## config.mk

```make
export PLATFORM = sky130hd
export DESIGN_NAME = radix_digit_emitter
export DESIGN_NICKNAME = d
export VERILOG_FILES = /design/src/rtl/rde_pkg.sv /design/src/rtl/rde_front.sv /design/src/rtl/rde_div.sv /design/src/rtl/rde_back.sv /design/src/rtl/radix_digit_emitter.sv
export SDC_FILE = /design/constraint.sdc
export NUM_CORES = 1
export LEC_CHECK = 0
export BUFFER_PORTS_ARGS = -buffer_cell sky130_fd_sc_hd__buf_2
export CORE_MARGIN = 2
export CORE_UTILIZATION = 60
export DETAILED_ROUTE_END_ITERATION = 7
export PLACE_DENSITY = 0.76
export SLEW_MARGIN = 30
export SYNTH_ARGS = -nofsm -noshare
export SYNTH_HDL_FRONTEND = slang
export SYNTH_SLANG_ARGS = --single-unit
```

## constraint.sdc

```tcl
create_clock -name aclk -period 6.1 [get_ports aclk]
set_input_delay 0.915 -clock aclk [delete_from_list [all_inputs] [get_ports aclk]]
set_output_delay 0.915 -clock aclk [all_outputs]
set_load 0.01 [all_outputs]
```

## src/rtl/rde_pkg.sv

```systemverilog
package rde_pkg;

    // item and register geometry
    localparam int IN_W          = 32;
    localparam int DIGIT_W       = 6;
    localparam int DEF_VALUE_W   = 32;
    localparam int PADDR_W       = 3;
    localparam int PDATA_W       = 32;

    // base register limits and reset value
    localparam logic [DIGIT_W-1:0] BASE_MIN   = 6'd2;
    localparam logic [DIGIT_W-1:0] BASE_MAX   = 6'd36;
    localparam logic [DIGIT_W-1:0] BASE_RESET = 6'd10;

    // register index of the base register
    localparam logic REG_BASE = 1'b0;

    // back-end sequencer states
    typedef enum logic [1:0] {
        BK_IDLE,
        BK_DIV,
        BK_EMIT
    } bk_state_t;

    // divider status seen by the back end
    typedef struct packed {
        logic busy;
        logic done;
    } div_stat_t;

endpackage

```

## src/rtl/rde_front.sv

```systemverilog
module rde_front #(
    parameter int VALUE_WIDTH = rde_pkg::DEF_VALUE_W
) (
    input  logic                        aclk,
    input  logic                        aresetn,
    input  logic [rde_pkg::DIGIT_W-1:0] base_cfg,
    input  logic                        s_valid,
    output logic                        s_ready,
    input  logic [rde_pkg::IN_W-1:0]    s_value,
    output logic                        q_valid,
    input  logic                        q_ready,
    output logic [VALUE_WIDTH-1:0]      q_value,
    output logic [rde_pkg::DIGIT_W-1:0] q_base
);
    import rde_pkg::*;

    logic [VALUE_WIDTH-1:0] value_mem [2];
    logic [DIGIT_W-1:0]     base_mem  [2];
    logic                   wr_ptr_reg, wr_ptr_next;
    logic                   rd_ptr_reg, rd_ptr_next;
    logic [1:0]             count_reg, count_next;
    logic                   push, pop;
    logic [VALUE_WIDTH-1:0] value_cls;
    logic [DIGIT_W-1:0]     base_cls;

    // classify: mask value to the working width, clamp base into range
    assign value_cls = VALUE_WIDTH'(s_value);

    always_comb begin
        if (base_cfg < BASE_MIN) begin
            base_cls = BASE_MIN;
        end else if (base_cfg > BASE_MAX) begin
            base_cls = BASE_MAX;
        end else begin
            base_cls = base_cfg;
        end
    end

    // two-entry queue toward the back end
    assign s_ready = (count_reg != 2'd2);
    assign q_valid = (count_reg != 2'd0);
    assign push    = s_valid && s_ready;
    assign pop     = q_valid && q_ready;
    assign q_value = value_mem[rd_ptr_reg];
    assign q_base  = base_mem[rd_ptr_reg];

    always_comb begin
        wr_ptr_next = push ? ~wr_ptr_reg : wr_ptr_reg;
        rd_ptr_next = pop ? ~rd_ptr_reg : rd_ptr_reg;
        count_next  = count_reg;
        if (push && !pop) begin
            count_next = count_reg + 2'd1;
        end else if (pop && !push) begin
            count_next = count_reg - 2'd1;
        end
    end

    always_ff @(posedge aclk) begin
        if (!aresetn) begin
            wr_ptr_reg <= 1'b0;
            rd_ptr_reg <= 1'b0;
            count_reg  <= 2'd0;
        end else begin
            wr_ptr_reg <= wr_ptr_next;
            rd_ptr_reg <= rd_ptr_next;
            count_reg  <= count_next;
        end
    end

    always_ff @(posedge aclk) begin
        if (push) begin
            value_mem[wr_ptr_reg] <= value_cls;
            base_mem[wr_ptr_reg]  <= base_cls;
        end
    end

    // queue occupancy and queued-base range assertions
    a_count_range: assert property (@(posedge aclk) disable iff (!aresetn)
        count_reg != 2'd3)
        else $error("queue count out of range");

    a_base_clamped: assert property (@(posedge aclk) disable iff (!aresetn)
        q_valid |-> (q_base >= BASE_MIN && q_base <= BASE_MAX))
        else $error("queued base outside range");

endmodule

```

## src/rtl/rde_div.sv

```systemverilog
module rde_div #(
    parameter int VALUE_WIDTH = rde_pkg::DEF_VALUE_W
) (
    input  logic                        aclk,
    input  logic                        aresetn,
    input  logic                        start,
    input  logic [VALUE_WIDTH-1:0]      dividend,
    input  logic [rde_pkg::DIGIT_W-1:0] divisor,
    output rde_pkg::div_stat_t          stat,
    output logic [VALUE_WIDTH-1:0]      quotient,
    output logic [rde_pkg::DIGIT_W-1:0] remainder
);
    import rde_pkg::*;

    localparam int CW = $clog2(VALUE_WIDTH + 1);

    logic [VALUE_WIDTH-1:0] quo_reg, quo_next;
    logic [DIGIT_W-1:0]     rem_reg, rem_next;
    logic [DIGIT_W-1:0]     dvs_reg;
    logic [CW-1:0]          cnt_reg, cnt_next;
    logic                   busy_reg, busy_next;
    logic                   done_reg, done_next;
    logic [DIGIT_W:0]       trial;
    logic [DIGIT_W:0]       diff;
    logic                   ge;

    // one restoring step: bring in the next dividend bit, subtract if it fits
    assign trial = {rem_reg, quo_reg[VALUE_WIDTH-1]};
    assign ge    = (trial >= {1'b0, dvs_reg});
    assign diff  = trial - {1'b0, dvs_reg};

    always_comb begin
        quo_next  = quo_reg;
        rem_next  = rem_reg;
        cnt_next  = cnt_reg;
        busy_next = busy_reg;
        done_next = 1'b0;
        if (start) begin
            quo_next  = dividend;
            rem_next  = '0;
            cnt_next  = CW'(VALUE_WIDTH);
            busy_next = 1'b1;
        end else if (busy_reg) begin
            quo_next = {quo_reg[VALUE_WIDTH-2:0], ge};
            rem_next = ge ? diff[DIGIT_W-1:0] : trial[DIGIT_W-1:0];
            cnt_next = cnt_reg - CW'(1);
            if (cnt_reg == CW'(1)) begin
                busy_next = 1'b0;
                done_next = 1'b1;
            end
        end
    end

    always_ff @(posedge aclk) begin
        if (!aresetn) begin
            busy_reg <= 1'b0;
            done_reg <= 1'b0;
            cnt_reg  <= '0;
        end else begin
            busy_reg <= busy_next;
            done_reg <= done_next;
            cnt_reg  <= cnt_next;
        end
    end

    always_ff @(posedge aclk) begin
        quo_reg <= quo_next;
        rem_reg <= rem_next;
        if (start) begin
            dvs_reg <= divisor;
        end
    end

    assign stat.busy = busy_reg;
    assign stat.done = done_reg;
    assign quotient  = quo_reg;
    assign remainder = rem_reg;

    // divider sanity
    a_rem_below_divisor: assert property (@(posedge aclk) disable iff (!aresetn)
        done_reg |-> (rem_reg < dvs_reg))
        else $error("remainder not below divisor");

    a_done_not_busy: assert property (@(posedge aclk) disable iff (!aresetn)
        done_reg |-> !busy_reg)
        else $error("divider done while still busy");

endmodule

```

## src/rtl/rde_back.sv

```systemverilog
module rde_back #(
    parameter int VALUE_WIDTH = rde_pkg::DEF_VALUE_W
) (
    input  logic                        aclk,
    input  logic                        aresetn,
    input  logic                        q_valid,
    output logic                        q_ready,
    input  logic [VALUE_WIDTH-1:0]      q_value,
    input  logic [rde_pkg::DIGIT_W-1:0] q_base,
    output logic                        m_valid,
    input  logic                        m_ready,
    output logic [rde_pkg::DIGIT_W-1:0] m_digit,
    output logic                        m_last
);
    import rde_pkg::*;

    localparam int PW = $clog2(VALUE_WIDTH + 1);
    localparam int AW = $clog2(VALUE_WIDTH);

    bk_state_t              state_reg, state_next;
    logic [PW-1:0]          sp_reg, sp_next;
    logic [DIGIT_W-1:0]     base_reg;
    logic                   m_valid_reg;
    logic [DIGIT_W-1:0]     m_digit_reg;
    logic                   m_last_reg;
    logic [DIGIT_W-1:0]     stack_mem [VALUE_WIDTH];
    logic [PW-1:0]          rd_ptr;

    div_stat_t              div_st;
    logic                   div_start;
    logic [VALUE_WIDTH-1:0] div_dividend;
    logic [DIGIT_W-1:0]     div_divisor;
    logic [VALUE_WIDTH-1:0] div_quo;
    logic [DIGIT_W-1:0]     div_rem;

    logic                   finish;
    logic                   push, pop;

    rde_div #(
        .VALUE_WIDTH (VALUE_WIDTH)
    ) u_div (
        .aclk      (aclk),
        .aresetn   (aresetn),
        .start     (div_start),
        .dividend  (div_dividend),
        .divisor   (div_divisor),
        .stat      (div_st),
        .quotient  (div_quo),
        .remainder (div_rem)
    );

    // no more digits once the quotient runs out or the stack is full
    assign finish = (div_quo == '0) || (sp_reg == PW'(VALUE_WIDTH - 1));

    // next state
    always_comb begin
        state_next = state_reg;
        unique case (state_reg)
            BK_IDLE: begin
                if (q_valid) begin
                    state_next = BK_DIV;
                end
            end
            BK_DIV: begin
                if (div_st.done && finish) begin
                    state_next = BK_EMIT;
                end
            end
            BK_EMIT: begin
                if (pop && sp_reg == PW'(1)) begin
                    state_next = BK_IDLE;
                end
            end
            default: state_next = BK_IDLE;
        endcase
    end

    // sequencer outputs
    always_comb begin
        q_ready   = 1'b0;
        div_start = 1'b0;
        push      = 1'b0;
        pop       = 1'b0;
        unique case (state_reg)
            BK_IDLE: begin
                q_ready   = 1'b1;
                div_start = q_valid;
            end
            BK_DIV: begin
                push      = div_st.done;
                div_start = div_st.done && !finish;
            end
            BK_EMIT: begin
                pop = (sp_reg != '0) && (!m_valid_reg || m_ready);
            end
            default: begin
                q_ready = 1'b0;
            end
        endcase
    end

    // first division takes the fresh item, later ones the running quotient
    assign div_dividend = (state_reg == BK_IDLE) ? q_value : div_quo;
    assign div_divisor  = (state_reg == BK_IDLE) ? q_base : base_reg;

    // digit stack pointer
    always_comb begin
        sp_next = sp_reg;
        if (push) begin
            sp_next = sp_reg + PW'(1);
        end else if (pop) begin
            sp_next = sp_reg - PW'(1);
        end
    end

    assign rd_ptr = sp_reg - PW'(1);

    always_ff @(posedge aclk) begin
        if (!aresetn) begin
            state_reg   <= BK_IDLE;
            sp_reg      <= '0;
            m_valid_reg <= 1'b0;
        end else begin
            state_reg <= state_next;
            sp_reg    <= sp_next;
            if (pop) begin
                m_valid_reg <= 1'b1;
            end else if (m_ready) begin
                m_valid_reg <= 1'b0;
            end
        end
    end

    // stack write, registered read into the output stage
    always_ff @(posedge aclk) begin
        if (push) begin
            stack_mem[sp_reg[AW-1:0]] <= div_rem;
        end
        if (pop) begin
            m_digit_reg <= stack_mem[rd_ptr[AW-1:0]];
            m_last_reg  <= (sp_reg == PW'(1));
        end
        if (state_reg == BK_IDLE && q_valid) begin
            base_reg <= q_base;
        end
    end

    assign m_valid = m_valid_reg;
    assign m_digit = m_digit_reg;
    assign m_last  = m_last_reg;

    // sequencer checks
    a_emit_has_digits: assert property (@(posedge aclk) disable iff (!aresetn)
        state_reg == BK_EMIT |-> sp_reg != '0)
        else $error("emitting with empty digit stack");

    a_start_when_free: assert property (@(posedge aclk) disable iff (!aresetn)
        div_start |-> !div_st.busy)
        else $error("divider restarted while busy");

    a_digit_below_base: assert property (@(posedge aclk) disable iff (!aresetn)
        m_valid_reg |-> m_digit_reg < base_reg)
        else $error("digit not below base");

endmodule

```

## src/rtl/radix_digit_emitter.sv

```systemverilog
// the first digit of an item leaves once all its divisions are done; digits then
//   leave one per cycle while m_ready is held; a new item is taken only after
//   the last digit of the previous one has left the stack; divisions run on the
//   shared bit-serial divider (one quotient bit per cycle, one division per digit)
// reset: base register to 10, input queue empty, no digit pending
module radix_digit_emitter #(
    parameter int VALUE_WIDTH = rde_pkg::DEF_VALUE_W
) (
    input  logic                        aclk,
    input  logic                        aresetn,
    input  logic                        psel,
    input  logic                        penable,
    input  logic                        pwrite,
    input  logic [rde_pkg::PADDR_W-1:0] paddr,
    input  logic [rde_pkg::PDATA_W-1:0] pwdata,
    output logic [rde_pkg::PDATA_W-1:0] prdata,
    output logic                        pready,
    input  logic                        s_valid,
    output logic                        s_ready,
    input  logic [rde_pkg::IN_W-1:0]    s_value,
    output logic                        m_valid,
    input  logic                        m_ready,
    output logic [rde_pkg::DIGIT_W-1:0] m_digit,
    output logic                        m_last
);
    import rde_pkg::*;

    logic [DIGIT_W-1:0]     base_reg;
    logic                   cfg_wr;
    logic                   q_valid, q_ready;
    logic [VALUE_WIDTH-1:0] q_value;
    logic [DIGIT_W-1:0]     q_base;

    // register port
    assign pready = 1'b1;
    assign cfg_wr = psel && penable && pwrite;

    always_ff @(posedge aclk) begin
        if (!aresetn) begin
            base_reg <= BASE_RESET;
        end else if (cfg_wr && paddr[2] == REG_BASE) begin
            base_reg <= pwdata[DIGIT_W-1:0];
        end
    end

    always_comb begin
        prdata = '0;
        if (paddr[2] == REG_BASE) begin
            prdata = PDATA_W'(base_reg);
        end
    end

    rde_front #(
        .VALUE_WIDTH (VALUE_WIDTH)
    ) u_front (
        .aclk     (aclk),
        .aresetn  (aresetn),
        .base_cfg (base_reg),
        .s_valid  (s_valid),
        .s_ready  (s_ready),
        .s_value  (s_value),
        .q_valid  (q_valid),
        .q_ready  (q_ready),
        .q_value  (q_value),
        .q_base   (q_base)
    );

    rde_back #(
        .VALUE_WIDTH (VALUE_WIDTH)
    ) u_back (
        .aclk    (aclk),
        .aresetn (aresetn),
        .q_valid (q_valid),
        .q_ready (q_ready),
        .q_value (q_value),
        .q_base  (q_base),
        .m_valid (m_valid),
        .m_ready (m_ready),
        .m_digit (m_digit),
        .m_last  (m_last)
    );

endmodule
```

After elaboration in Yosys (flattened, before gate mapping)

Memories as Yosys holds them, arrays and structs flattened. A register that Yosys moved wholly into a read port is not among the register bits.
Index checks and enable logic that the tools add are counted.

Register bits after elaboration: 78
Memory bits (writable): 268
Bits of input ports: 74
Output and inout bits: 42
Memories: 3

Memory list:

| memory            | depth | bits a word | rd ports | clocked after memory_dff | write ports | line            | RTL |
|---|---|---|---|---|---|---|---|
| u_back.stack_mem  | 32    | 6           | 1        | 1                        | 1           | rde_back.sv:26  | `logic [DIGIT_W-1:0] stack_mem [VALUE_WIDTH];` |
| u_front.value_mem | 2     | 32          | 1        | 1                        | 1           | rde_front.sv:17 | `logic [VALUE_WIDTH-1:0] value_mem [2];` |
| u_front.base_mem  | 2     | 6           | 1        | 1                        | 1           | rde_front.sv:18 | `logic [DIGIT_W-1:0] base_mem [2];` |

Add/sub/neg operators: 6
Magnitude comparators: 3
Eq/ne operators: 10
Mux-type cells: 36
Bitwise gates (word level): 5
Reductions and logical operators: 30

Operators with widths:

| cell                                                                    | count |
|---|---|
| 32-bit 2-to-1 mux                                                       | 3 |
| 6-bit 2-to-1 mux                                                        | 9 |
| 32-bit logical NOT                                                      | 1 |
| 1-bit 2-to-1 mux                                                        | 17 |
| 6-bit by 1-bit == test with 1-bit output, second input constant         | 2 |
| 1-bit logical AND                                                       | 12 |
| 6-bit by 1-bit subtractor with 6-bit output, second input constant      | 2 |
| 2-bit 2-to-1 mux                                                        | 5 |
| 2-bit nonzero test                                                      | 5 |
| 7-bit by 6-bit greater-or-equal comparator with 1-bit output            | 1 |
| 6-bit by 1-bit adder with 6-bit output, second input constant           | 1 |
| 6-bit by 5-bit == test with 1-bit output, second input constant         | 1 |
| 6-bit > comparator, second input constant                               | 1 |
| 6-bit by 2-bit < comparator with 1-bit output, second input constant    | 1 |
| 2-bit by 1-bit inequality test with 1-bit output, second input constant | 3 |
| 2-bit case mux with 3 select lines                                      | 1 |
| 6-bit nonzero test                                                      | 1 |
| 6-bit subtractor                                                        | 1 |
| 1-bit inverter                                                          | 5 |
| 1-bit logical NOT                                                       | 4 |
| 2-bit inequality test, second input constant                            | 2 |
| 3-bit AND reduction                                                     | 1 |
| 3-bit OR reduction                                                      | 1 |
| 2-bit by 1-bit adder with 2-bit output, second input constant           | 1 |
| other kinds (8)                                                         | 9 |

Depth between registers and ports, before layout

Depth after elaboration: 7
Mapped depth: 12

Hierarchy

Synthesis repeated with hierarchy kept, for this count alone.

Cell total of the unflattened synthesis: 903
Area, all modules: 15,200.8 µm²

By module, submodules not included:

| module              | instances | cells each | area each (µm²) |
|---|---|---|---|
| rde_back            | 1         | 498        | 9,181.3 |
| rde_front           | 1         | 153        | 3,044.2 |
| rde_div             | 1         | 190        | 2,452.4 |
| radix_digit_emitter | 1         | 62         | 523.0 |

Least setup slack after synthesis

No wires, ideal clock.

Path kind: flip-flop to flip-flop
From: reg u_back.sp_reg[1]
To: reg u_back.u_div.quo_reg[0], in the netlist u_back.u_div.quotient[0] (enable)
Library setup time: 0.466 ns
Arrival: 3.752 ns
Path slack: 1.883 ns
Cell stages (with the launch flop): 8
Cells stage by stage: dfxtp_1 > ha_1 > inv_1 > o32ai_2 > o21ai_2 > buf_6 > buf_2 > o21ai_0

Word-level cells in the longest chain between the ends: 7
Elaborated cells on any way between the ends: 8
Classes of those cells: eq/ne: 2; mux: 1; reduce/logical: 5

RTL lines:

| what                                                                         | line            | RTL |
|---|---|---|
| from (decl)                                                                  | rde_back.sv:21  | `logic [PW-1:0] sp_reg, sp_next;` |
| from (signal assigned)                                                       | rde_back.sv:125 | `sp_reg <= sp_next;` |
| 6-bit by 5-bit == test with 1-bit output (*)                                 | rde_back.sv:53  | `assign finish = (div_quo == '0) \|\| (sp_reg == PW'(VALUE_WIDTH - 1));` |
| 1-bit logical OR (*)                                                         | rde_back.sv:53  |  |
| 1-bit logical NOT (*)                                                        | rde_back.sv:91  | `div_start = div_st.done && !finish;` |
| 1-bit logical AND (*)                                                        | rde_back.sv:91  |  |
| 1-bit case mux with 2 select lines (*)                                       | rde_back.sv:84  | `unique case (state_reg)` |
| via u_back.div_start                                                         | rde_back.sv:30  | `logic div_start;` |
| 2-bit inequality test (no line) / 2-bit nonzero test (equally long branches) | -               |  |
| 2-bit AND reduction (no line) (*)                                            | -               |  |
| to (signal assigned)                                                         | rde_div.sv:67   | `quo_reg <= quo_next;` |
| to (decl)                                                                    | rde_div.sv:17   | `logic [VALUE_WIDTH-1:0] quo_reg, quo_next;` |

The timed path passes the listed nets; every way through them passes the cells marked *.
A chain may end at the register's enable or synchronous reset.

Worst setup path after layout

From: reg u_back.sp_reg[1]
To: reg u_back.m_digit_reg[5], in the netlist u_back.m_digit[5] (read register of u_back.stack_mem) (data pin)

Word-level cells in the longest chain between the ends: 3
Elaborated cells on any way between the ends: 4
Classes of those cells: add/sub: 1; mux: 1; reduce/logical: 2

RTL lines:

| what                                                                                | line           | RTL |
|---|---|---|
| branches (longest 3 deep; another with 6-bit by 1-bit subtractor with 6-bit output) | -              |  |
| to (decl)                                                                           | rde_back.sv:24 | `logic [DIGIT_W-1:0] m_digit_reg;` |

Several ways; the timed one is not identified.

==> reports/summary.txt <==
CP Max Fanout - 35
Clock Latency Late Sink - 0.51 ns
Yosys Warn Count - 0
Comb pwr share - 0.184
Synth cell types - 61
routed vias/inst - 5.74
Yosys top cell by area - edfxtp_1
DRC Markers - 0
sw frac - 0.259
mapped cell area - 14600 sq um
Cells after Synth - 834
Hold Vio Cnt, Final - 0
Slew @ Worst Pin - 0.927 ns
relative slew slack - 0.382
synth top area cells - edfxtp_1, mux4_2, mux2_2, dfxtp_1, mux2i_1
kind of critical path - reg2reg
Leak - 5.65 nW
Post-synth EDFFs - 319
nets - 1000
Clock transition at path regs - 0.06 ns
async set or reset register ratio after synthesis - 0
vias in the first global route - 7381
setup slack, reg-to-reg - 2.83 ns
Max Fclk - 306 MHz
Final period util - 0.536
post-synthesis sequential area ratio - 0.704
Max Cap Violations - 0
P_sw - 1.74 mW
utilization after layout - 0.679
Tot GR Track Use - 0.205
routed wire length - 25.7 mm
Worst EP required - 6.35 ns
gp weighted congestion - 0.818
final setup TNS - 0 ns
CP Launch Type - register
Overflow after GRT - 0
clock skew - 0.0183 ns
TritonCTS Buffers - 37
DR WL/cell - 20.3 um
syn_area_per_cell - 17.5 sq um
status - finished clean
Antenna Nets Post-Route - 0
Port Buffer Count - 60
Seq cells post-synth - 353
most common cell after layout, fill and taps aside - edfxtp_1
CTS tree - built
hold_ws - 0.523 ns
ratio of cells with drive above 1 in the final layout - 0.291
num rows - 57
fin crit period - 3.27 ns
TritonRoute pass-1 iters - 5
die area - 25600 sq um
CP endpoint kind - register
# H-tree levels - 2
setup ws final - 2.83 ns
cts hold-fix bufs - 0
Post-DP HPWL - 15.9 mm
clk sink count - 353
Int Power - 4.96 mW
synth-to-layout area growth - 12.2%
initial DRC count - 792
via count - 7255
total design power - 6.70 mW
first-pass GRT wire length - 40.5 mm
# IOs - 116
fillers - 1614
Setup-failing EPs final - 0
RSZ-0062 raised after global routing - false
antenna violations before repair - 1
Max IR drop VDD - 329 uV
clock power share - 0.314
Cell Pwr Density - 410 nW/um^2
Synth top area share - 0.657
post-placement setup slack - 2.85 ns
postcts setup bufs - 0
Core Region - 24100 sq um
crit path DAT - 3.52 ns
final max-slew violation count - 0
Synth Flop Type - edfxtp_1
die height - 160 um
Clock Root Buffer - clkbuf_16
HP Class - reg2reg
max reg flops - 192
largest net degree at the start of global routing - 55
Max clock buf depth - 3
post-CTS sizing - 0
Die Width - 160 um
most frequent cells in the layout - edfxtp_1, mux2_2, nor2_1
Seq pwr share - 0.502
starting density of the core - 0.605
## metrics by stage
step | std cells | area [sq um]
after global routing | 1262 | 16400
after detailed placement | 1195 | 15200
after CTS | 1261 | 16300
after floorplan | 859 | 14700
final | 1263 | 16400
after global placement | 1193 | 15100
## logic make-up after synthesis
family                   after synthesis  share of synthesized area
flip-flops                           353                      0.704
multiplexers                         157                      0.156
AND/OR/NAND/NOR                      155                     0.0544
buffers and inverters                 80                     0.0312
AO/OA/AOI/OAI                         53                     0.0285
XOR/XNOR                              18                     0.0113
adder cells (fa/ha/maj)               16                     0.0141
other                                  2                   0.000515
## power groups by stage
stage	Sequential (mW)	Clock [mW]	Combinational (mW)
2_1_floorplan	3.36	0	0.936
3_3_place_gp	3.40	0	1.16
3_5_place_dp	3.41	0	1.23
4_1_cts	3.37	2.13	1.24
5_1_grt	3.40	2.23	1.36
6_report	3.36	2.11	1.23
## layer usage
metal  vias to the layer above  wire (um)  track usage  part of all wire
li1                       3368          -            -                 -
met1                      3643      10500        0.273              0.41
met2                       210      13500        0.355              0.53
met3                        34       1270       0.0345             0.050
met4                         0        452       0.0577             0.018
met5                         -          0            0                 0
## synth_stat cells (9+ instances only)
master,number
a21oi_1,13
buf_2,13
buf_4,31
clkbuf_1,14
dfxtp_1,34
edfxtp_1,319
ha_1,14
inv_1,19
mux2_2,75
mux2i_1,31
mux4_2,48
nand2_1,16
nor2_1,67
nor2b_1,9
nor3_1,14
nor4_1,14
xnor2_1,10
## final timing paths
check / depth (start not counted) / start / end
max: 7 / u_back.sp_reg[1] / u_back.m_digit[5]
max reg2reg: 7 / u_back.sp_reg[1] / u_back.m_digit[5]
min: 2 / u_front.count_reg[1] / u_front.count_reg[1]
min reg2reg: 2 / u_front.count_reg[1] / u_front.count_reg[1]
## critical path: stages (launching register included)
cell,delay [ns]
dfxtp_1,0.47
inv_1,0.17
ha_2,0.99
buf_4,0.40
mux4_2,0.35
mux2_2,0.31
o22ai_1,0.23
a221oi_1,0.08
## layout make-up
| type | count | area [sq um] | share of cell area |
|---|---|---|---|
| clock inverter | 13 | 86.3 | 0.00528 |
| tap | 324 | 405 | 0.0248 |
| antenna | 1 | 2.50 | 0.000153 |
| multi-input combinational | 426 | 4000 | 0.245 |
| sequential | 353 | 10300 | 0.628 |
| clock buffer | 53 | 1060 | 0.0647 |
| inverter | 19 | 71.3 | 0.00436 |
| timing repair buffer | 74 | 469 | 0.0287 |
Power figures use the tool's default switching activity.
